[config.mk]
export PLATFORM = sky130hd
export DESIGN_NAME = voc_front
export DESIGN_NICKNAME = d
export VERILOG_FILES = /design/src/rtl/core/voc_pkg.sv /design/src/rtl/core/voc_front.sv
export SDC_FILE = /design/constraint.sdc
export NUM_CORES = 1
export LEC_CHECK = 0
export ABC_AREA = 1
export BUFFER_PORTS_ARGS = -buffer_cell sky130_fd_sc_hd__buf_4
export CORE_ASPECT_RATIO = 0.6
export CORE_MARGIN = 5
export CORE_UTILIZATION = 40
export CTS_CLUSTER_DIAMETER = 200
export DETAILED_ROUTE_END_ITERATION = 6
export GPL_TIMING_DRIVEN = 0
export PLACE_DENSITY = 0.69
export SYNTH_ARGS = -nofsm -noshare
export SYNTH_HDL_FRONTEND = slang
export SYNTH_SLANG_ARGS = --single-unit
[constraint.sdc]
create_clock -name i_clk -period 4.5 [get_ports i_clk]
set_input_delay 0.45 -clock i_clk [delete_from_list [all_inputs] [get_ports i_clk]]
set_output_delay 0.45 -clock i_clk [all_outputs]
set_load 0.02 [all_outputs]
[src/rtl/core/voc_pkg.sv]
package voc_pkg;

    localparam int X_CELLS = 64;
    localparam int Y_CELLS = 64;
    localparam int Z_CELLS = 16;
    localparam int STORE_DEPTH = 65536;
    localparam int ADDR_W = 16;
    localparam int Q_W = 16;
    localparam int OFF_W = 26;
    localparam int DIV_CNT_W = 5;

    localparam logic [2:0] REG_SIZE_X = 3'd0;
    localparam logic [2:0] REG_SIZE_Y = 3'd1;
    localparam logic [2:0] REG_SIZE_Z = 3'd2;
    localparam logic [2:0] REG_ORIGIN_Z = 3'd3;
    localparam logic [2:0] REG_LIMIT = 3'd4;
    localparam logic [2:0] REG_OCC_TH = 3'd5;
    localparam logic [2:0] REG_FREE_TH = 3'd6;

    localparam logic CMD_HIT = 1'b0;
    localparam logic CMD_MISS = 1'b1;

    typedef struct packed {
        logic               cmd;
        logic signed [23:0] point_x;
        logic signed [23:0] point_y;
        logic signed [23:0] point_z;
    } t_request;

    typedef struct packed {
        logic               in_map;
        logic [15:0]        voxel_index;
        logic signed [7:0]  hit_count;
        logic               occupied;
    } t_result;

    typedef struct packed {
        logic [15:0]       size_x;
        logic [15:0]       size_y;
        logic [15:0]       size_z;
        logic signed [23:0] origin_z;
        logic [6:0]        limit;
        logic signed [7:0] occ_th;
        logic signed [7:0] free_th;
    } t_cfg;

    typedef struct packed {
        logic              in_map;
        logic              cmd;
        logic [ADDR_W-1:0] addr;
    } t_job;

endpackage

[src/rtl/core/voc_front.sv]
module voc_front (
    input  logic               i_clk,
    input  logic               i_rst_n,
    input  voc_pkg::t_cfg      i_cfg,
    input  logic               i_start,
    input  voc_pkg::t_request  i_req,
    output logic               o_busy,
    output logic               o_job_valid,
    output voc_pkg::t_job      o_job,
    input  logic               i_job_ready
);

    localparam logic [1:0] ST_IDLE = 2'd0;
    localparam logic [1:0] ST_DIV  = 2'd1;
    localparam logic [1:0] ST_OUT  = 2'd2;

    logic [1:0] r_state, n_state;
    logic [1:0] r_axis, n_axis;
    logic [voc_pkg::DIV_CNT_W-1:0] r_cnt, n_cnt;
    logic r_cmd, n_cmd;
    logic r_ok, n_ok;
    logic signed [voc_pkg::OFF_W-1:0] r_off [3];
    logic signed [voc_pkg::OFF_W-1:0] n_off [3];
    logic [voc_pkg::OFF_W-2:0] r_quo, n_quo;
    logic [16:0] r_rem, n_rem;
    logic [voc_pkg::Q_W-1:0] r_idx [3];
    logic [voc_pkg::Q_W-1:0] n_idx [3];

    logic [15:0] w_size;
    logic [voc_pkg::OFF_W-1:0] w_off;
    logic [16:0] w_trial;
    logic [16:0] w_diff;
    logic [voc_pkg::Q_W-1:0] w_cells;
    logic [31:0] w_lin;

    always_comb begin
        case (r_axis)
            2'd0:    begin w_size = i_cfg.size_x; w_cells = 16'(voc_pkg::X_CELLS); end
            2'd1:    begin w_size = i_cfg.size_y; w_cells = 16'(voc_pkg::Y_CELLS); end
            default: begin w_size = i_cfg.size_z; w_cells = 16'(voc_pkg::Z_CELLS); end
        endcase
    end

    assign w_off = r_off[r_axis];
    assign w_trial = {r_rem[15:0], w_off[voc_pkg::OFF_W - 2 - 32'(r_cnt)]};
    assign w_diff = w_trial - {1'b0, w_size};
    assign w_lin = 32'(r_idx[2]) * 32'(voc_pkg::X_CELLS * voc_pkg::Y_CELLS)
                 + 32'(r_idx[1]) * 32'(voc_pkg::X_CELLS) + 32'(r_idx[0]);

    always_comb begin
        n_state = r_state;
        n_axis = r_axis;
        n_cnt = r_cnt;
        n_cmd = r_cmd;
        n_ok = r_ok;
        n_off = r_off;
        n_quo = r_quo;
        n_rem = r_rem;
        n_idx = r_idx;
        case (r_state)
            ST_IDLE: begin
                if (i_start) begin
                    n_cmd = i_req.cmd;
                    n_off[0] = 26'(i_req.point_x)
                             + 26'(voc_pkg::X_CELLS / 2) * 26'(i_cfg.size_x);
                    n_off[1] = 26'(i_req.point_y)
                             + 26'(voc_pkg::Y_CELLS / 2) * 26'(i_cfg.size_y);
                    n_off[2] = 26'(i_req.point_z) - 26'(i_cfg.origin_z);
                    n_ok = 1'b1;
                    n_axis = 2'd0;
                    n_cnt = '0;
                    n_quo = '0;
                    n_rem = '0;
                    n_state = ST_DIV;
                end
            end
            ST_DIV: begin
                if (w_trial >= {1'b0, w_size}) begin
                    n_rem = w_diff;
                    n_quo = {r_quo[voc_pkg::OFF_W-3:0], 1'b1};
                end else begin
                    n_rem = w_trial;
                    n_quo = {r_quo[voc_pkg::OFF_W-3:0], 1'b0};
                end
                if (r_cnt == 5'(voc_pkg::OFF_W - 2)) begin
                    if (w_off[voc_pkg::OFF_W-1] || w_off == '0 || w_size == '0
                        || n_quo >= (voc_pkg::OFF_W-1)'(w_cells)) begin
                        n_ok = 1'b0;
                    end
                    n_idx[r_axis] = n_quo[voc_pkg::Q_W-1:0];
                    n_cnt = '0;
                    n_quo = '0;
                    n_rem = '0;
                    if (r_axis == 2'd2) begin
                        n_state = ST_OUT;
                    end else begin
                        n_axis = r_axis + 2'd1;
                    end
                end else begin
                    n_cnt = r_cnt + 5'd1;
                end
            end
            ST_OUT: begin
                if (i_job_ready) begin
                    n_state = ST_IDLE;
                end
            end
            default: n_state = ST_IDLE;
        endcase
    end

    always_ff @(posedge i_clk) begin
        if (!i_rst_n) begin
            r_state <= ST_IDLE;
        end else begin
            r_state <= n_state;
        end
        r_axis <= n_axis;
        r_cnt <= n_cnt;
        r_cmd <= n_cmd;
        r_ok <= n_ok;
        r_off <= n_off;
        r_quo <= n_quo;
        r_rem <= n_rem;
        r_idx <= n_idx;
    end

    assign o_busy = r_state != ST_IDLE;
    assign o_job_valid = r_state == ST_OUT;
    assign o_job.in_map = r_ok;
    assign o_job.cmd = r_cmd;
    assign o_job.addr = w_lin[voc_pkg::ADDR_W-1:0];

endmodule

==> reports/results.tsv <==
metric	value	unit
layout_common_cells	nand2_1, inv_1, buf_4	
synth_area_leaders	edfxtp_1, ha_1, nand2_1	
via_per_inst	5.241	
gp_congestion	0.9501	
tightest_slew	1.012	ns
io_pins	192	
core	27820	sq um
grt_max_degree	36	
yosysTopAreaCell	edfxtp_1	
yosysTopAreaCellShare	40.66	%
synthFlopType	edfxtp_1	
min_path_type	input port to flop	
drtAntennaViolNets	0	
ys_seq_area_share	41.02	%
route.vias.total	10280	
power	4.895	mW
hold_violations	0	
cts_tree	done	
num_antenna_cells	0	
grt_usage	21.78	%
regToRegSetupSlack	0.19	ns
clkLatencyLatePin	0.45	ns
max_cap_viol_count	0	
initial_core_util	40.88	%
worst_setup_path_end_kind	flop	
hold_buffers	0	
fillers	2651	
pwr-share-clk	30.6	%
final_nets	1854	
path_cells	buf_4, inv_2, buf_4, buf_6, ha_1, buf_2, buf_2, nand2_1, nand3_1, inv_1, ha_1, nand2_1, inv_1, nand2_1, nor2_1, a21oi_1, nand2_1, buf_2, o21ai_0, a21oi_1	
die_w	227.7	microns
clkSlewWorstSetupHoldPaths	0.07	ns
worstPathMaxFanout	11	
area_growth	21.39	%
grt_antenna_before_repair	0	
dp_hpwl	28.83	mm
cellPowerDensity	354.6	nW/um^2
sw_frac_of_total	34.56	%
maxSlewHeadroom	32.26	%
cts_htree_levels	4	
postSynthNetCount	1662	
avgRoutedWirePerCell	17.90	microns
async_reset_ff_share	0	%
layout_worst_path_cycle_share	95.69	%
r2r_cells	20	
period_needed	4.306	ns
drv_slew	0	
port_buffers	168	
slowest_stage	edfxtp_1	
leakagePower	6.508	nW
finalSetupViolations	0	
required	4.77	ns
grt_pass1_vias	9836	
multi_input_comb_area	5723	sq um
synth_seq_cells	156	
yosysUniqueCellTypes	44	
grt_overflow	0	
grt_pass1_wl	53.91	mm
fin_skew	0.01344	ns
power_frac_seq	38.0	%
fp.dieH	140.6	microns
root_buffer	clkbuf_16	
layout_commonest_cell	nand2_1	
detail_route.iter0.violations	1153	
synth_edf_count	154	
vdd_drop_max	0.2704	mV
critPathLaunchType	flop	
die-area	32010	sq um
synth_cells	1389	
combPwrFrac	31.4	%
worstPathArrival	4.58	ns
clock_sinks	156	
crit_start	r_axis[1]	
netlist_area	11370	sq um
drc	0	
crit_end	r_rem[7]	
p_switching	1.692	mW
critPathMaxStageDelay	0.40	ns
drive_gt1_share	16.19	%
dr.pass1.iters	6	
rr_startpoint	r_axis[1]	
path_class	flop to flop	
drt-total-wl	35.11	mm
synth_area_per_cell	8.187	sq um
internal_power	3.204	mW
critPathMostFrequentCell	nand2_1	
fmax	232.2	MHz
regArea	4664	sq um
clockBufferDepth	2	
numCtsBuffers	17	
yosys_warnings	0	
core.rowCount	47	
status	finished clean	
rr_endpoint	r_rem[7]	
fin_setup_tns	0	ns
==> worst max-delay path, delay by kind of cell (launching register included) <==
| family | cells | cell delay (ns) |
|---|---|---|
| AND/OR/NAND/NOR | 6 | 0.90 |
| buffers and inverters | 9 | 1.75 |
| adder cells (fa/ha/maj) | 2 | 0.52 |
| flip-flops | 1 | 0.40 |
| AO/OA/AOI/OAI | 3 | 0.54 |
==> state kept, by name, summed over array words and instances (netlist names) <==
name and count:
r_axis 2, r_cmd 1, r_cnt 5, r_idx 30, r_off 75, r_ok 1, r_quo 24, r_rem 16
r_state 2
==> final cells by class <==
class / instances / area share [%]
Buffer: 31 / 1.360
Clock buffer: 18 / 3.181
Clock inverter: 14 / 1.169
Inverter: 219 / 5.982
Multi-Input combinational cell: 982 / 41.46
Sequential cell: 156 / 33.79
Tap cell: 367 / 3.326
Timing Repair Buffer: 174 / 9.734
==> cells in the mapped netlist, types with 2 or more instances <==
library cell,count
nand2_1,284
inv_1,215
edfxtp_1,154
nor2_1,153
nand3_1,95
a21oi_1,94
ha_1,93
o21ai_0,63
xor2_1,49
xnor2_1,29
nand4_1,20
buf_2,18
nor3_1,15
buf_4,11
a21o_1,9
o21bai_1,9
fa_1,8
o211ai_1,8
a22o_1,7
or2_2,6
a21boi_0,4
a221oi_1,4
inv_2,4
a211oi_1,3
a31oi_1,3
and2_1,3
nand3b_1,3
o21a_1,3
o21ai_2,3
dfxtp_1,2
nand2_2,2
nor4_1,2
o21ai_1,2
==> how the worst min path moves through the flow <==
| stage | start | endpoint | depth (start not counted) |
|---|---|---|---|
| after floorplan | r_quo[13] | r_idx[46] | 0 |
| after global placement | r_quo[13] | r_idx[46] | 0 |
| after detailed placement | r_quo[13] | r_idx[46] | 0 |
| after CTS | i_req[72] | r_cmd | 1 |
| after global routing | i_req[27] | r_off[29] | 1 |
| final | i_req[72] | r_cmd | 1 |
==> stage by stage <==
stage               utilization [%]  hold slack [ns]  cell area (sq um)  cells  setup WS (ns)
floorplan                         -           0.4264              11370   1389          1.016
global placement              47.08           0.4360              13100   1924        -0.1508
detailed placement            47.36           0.4414              13170   1927       -0.07938
CTS                           49.51           0.1675              13770   1958         0.1706
global route                  49.63           0.1621              13800   1961       -0.02414
finish                        49.63           0.1824              13800   1961         0.1940
==> cells by family after synthesis <==
kind of cell               after synthesis  share of synthesized area (%)
DFF                                    156                          41.02
xor gates and xnor gates                78                          6.007
and+or+nand+nor                        587                          21.51
adders and majority gates              101                          11.64
AOI/OAI and AO/OA                      216                          10.91
buffers and inverters                  251                          8.912
==> routing by layer <==
| metal | global-route usage [%] | wire length (microns) | vias up |
|---|---|---|---|
| met5 | 0 | 0 | - |
| met4 | 4.245 | 427 | 0 |
| met3 | 6.462 | 3775 | 29 |
| met2 | 28.82 | 13660 | 490 |
| met1 | 34.75 | 17250 | 4753 |
| li1 | - | - | 5006 |
==> timing repair <==
| action | in CTS | in global routing |
|---|---|---|
| resized for setup | 0 | 3 |
| setup buffers | 0 | 3 |
| setup endpoints to repair | 15 | 16 |
==> power by group through the flow <==
stage          sequential (mW)  clock, mW  combinational (mW)
2_1_floorplan             1.87          0                1.00
3_3_place_gp              1.90          0                1.46
3_5_place_dp              1.89          0                1.49
4_1_cts                   1.86       1.50                1.50
5_1_grt                   1.88       1.57                1.70
6_report                  1.86       1.50                1.54
No activity file was read; power rests on OpenSTA's default activity.
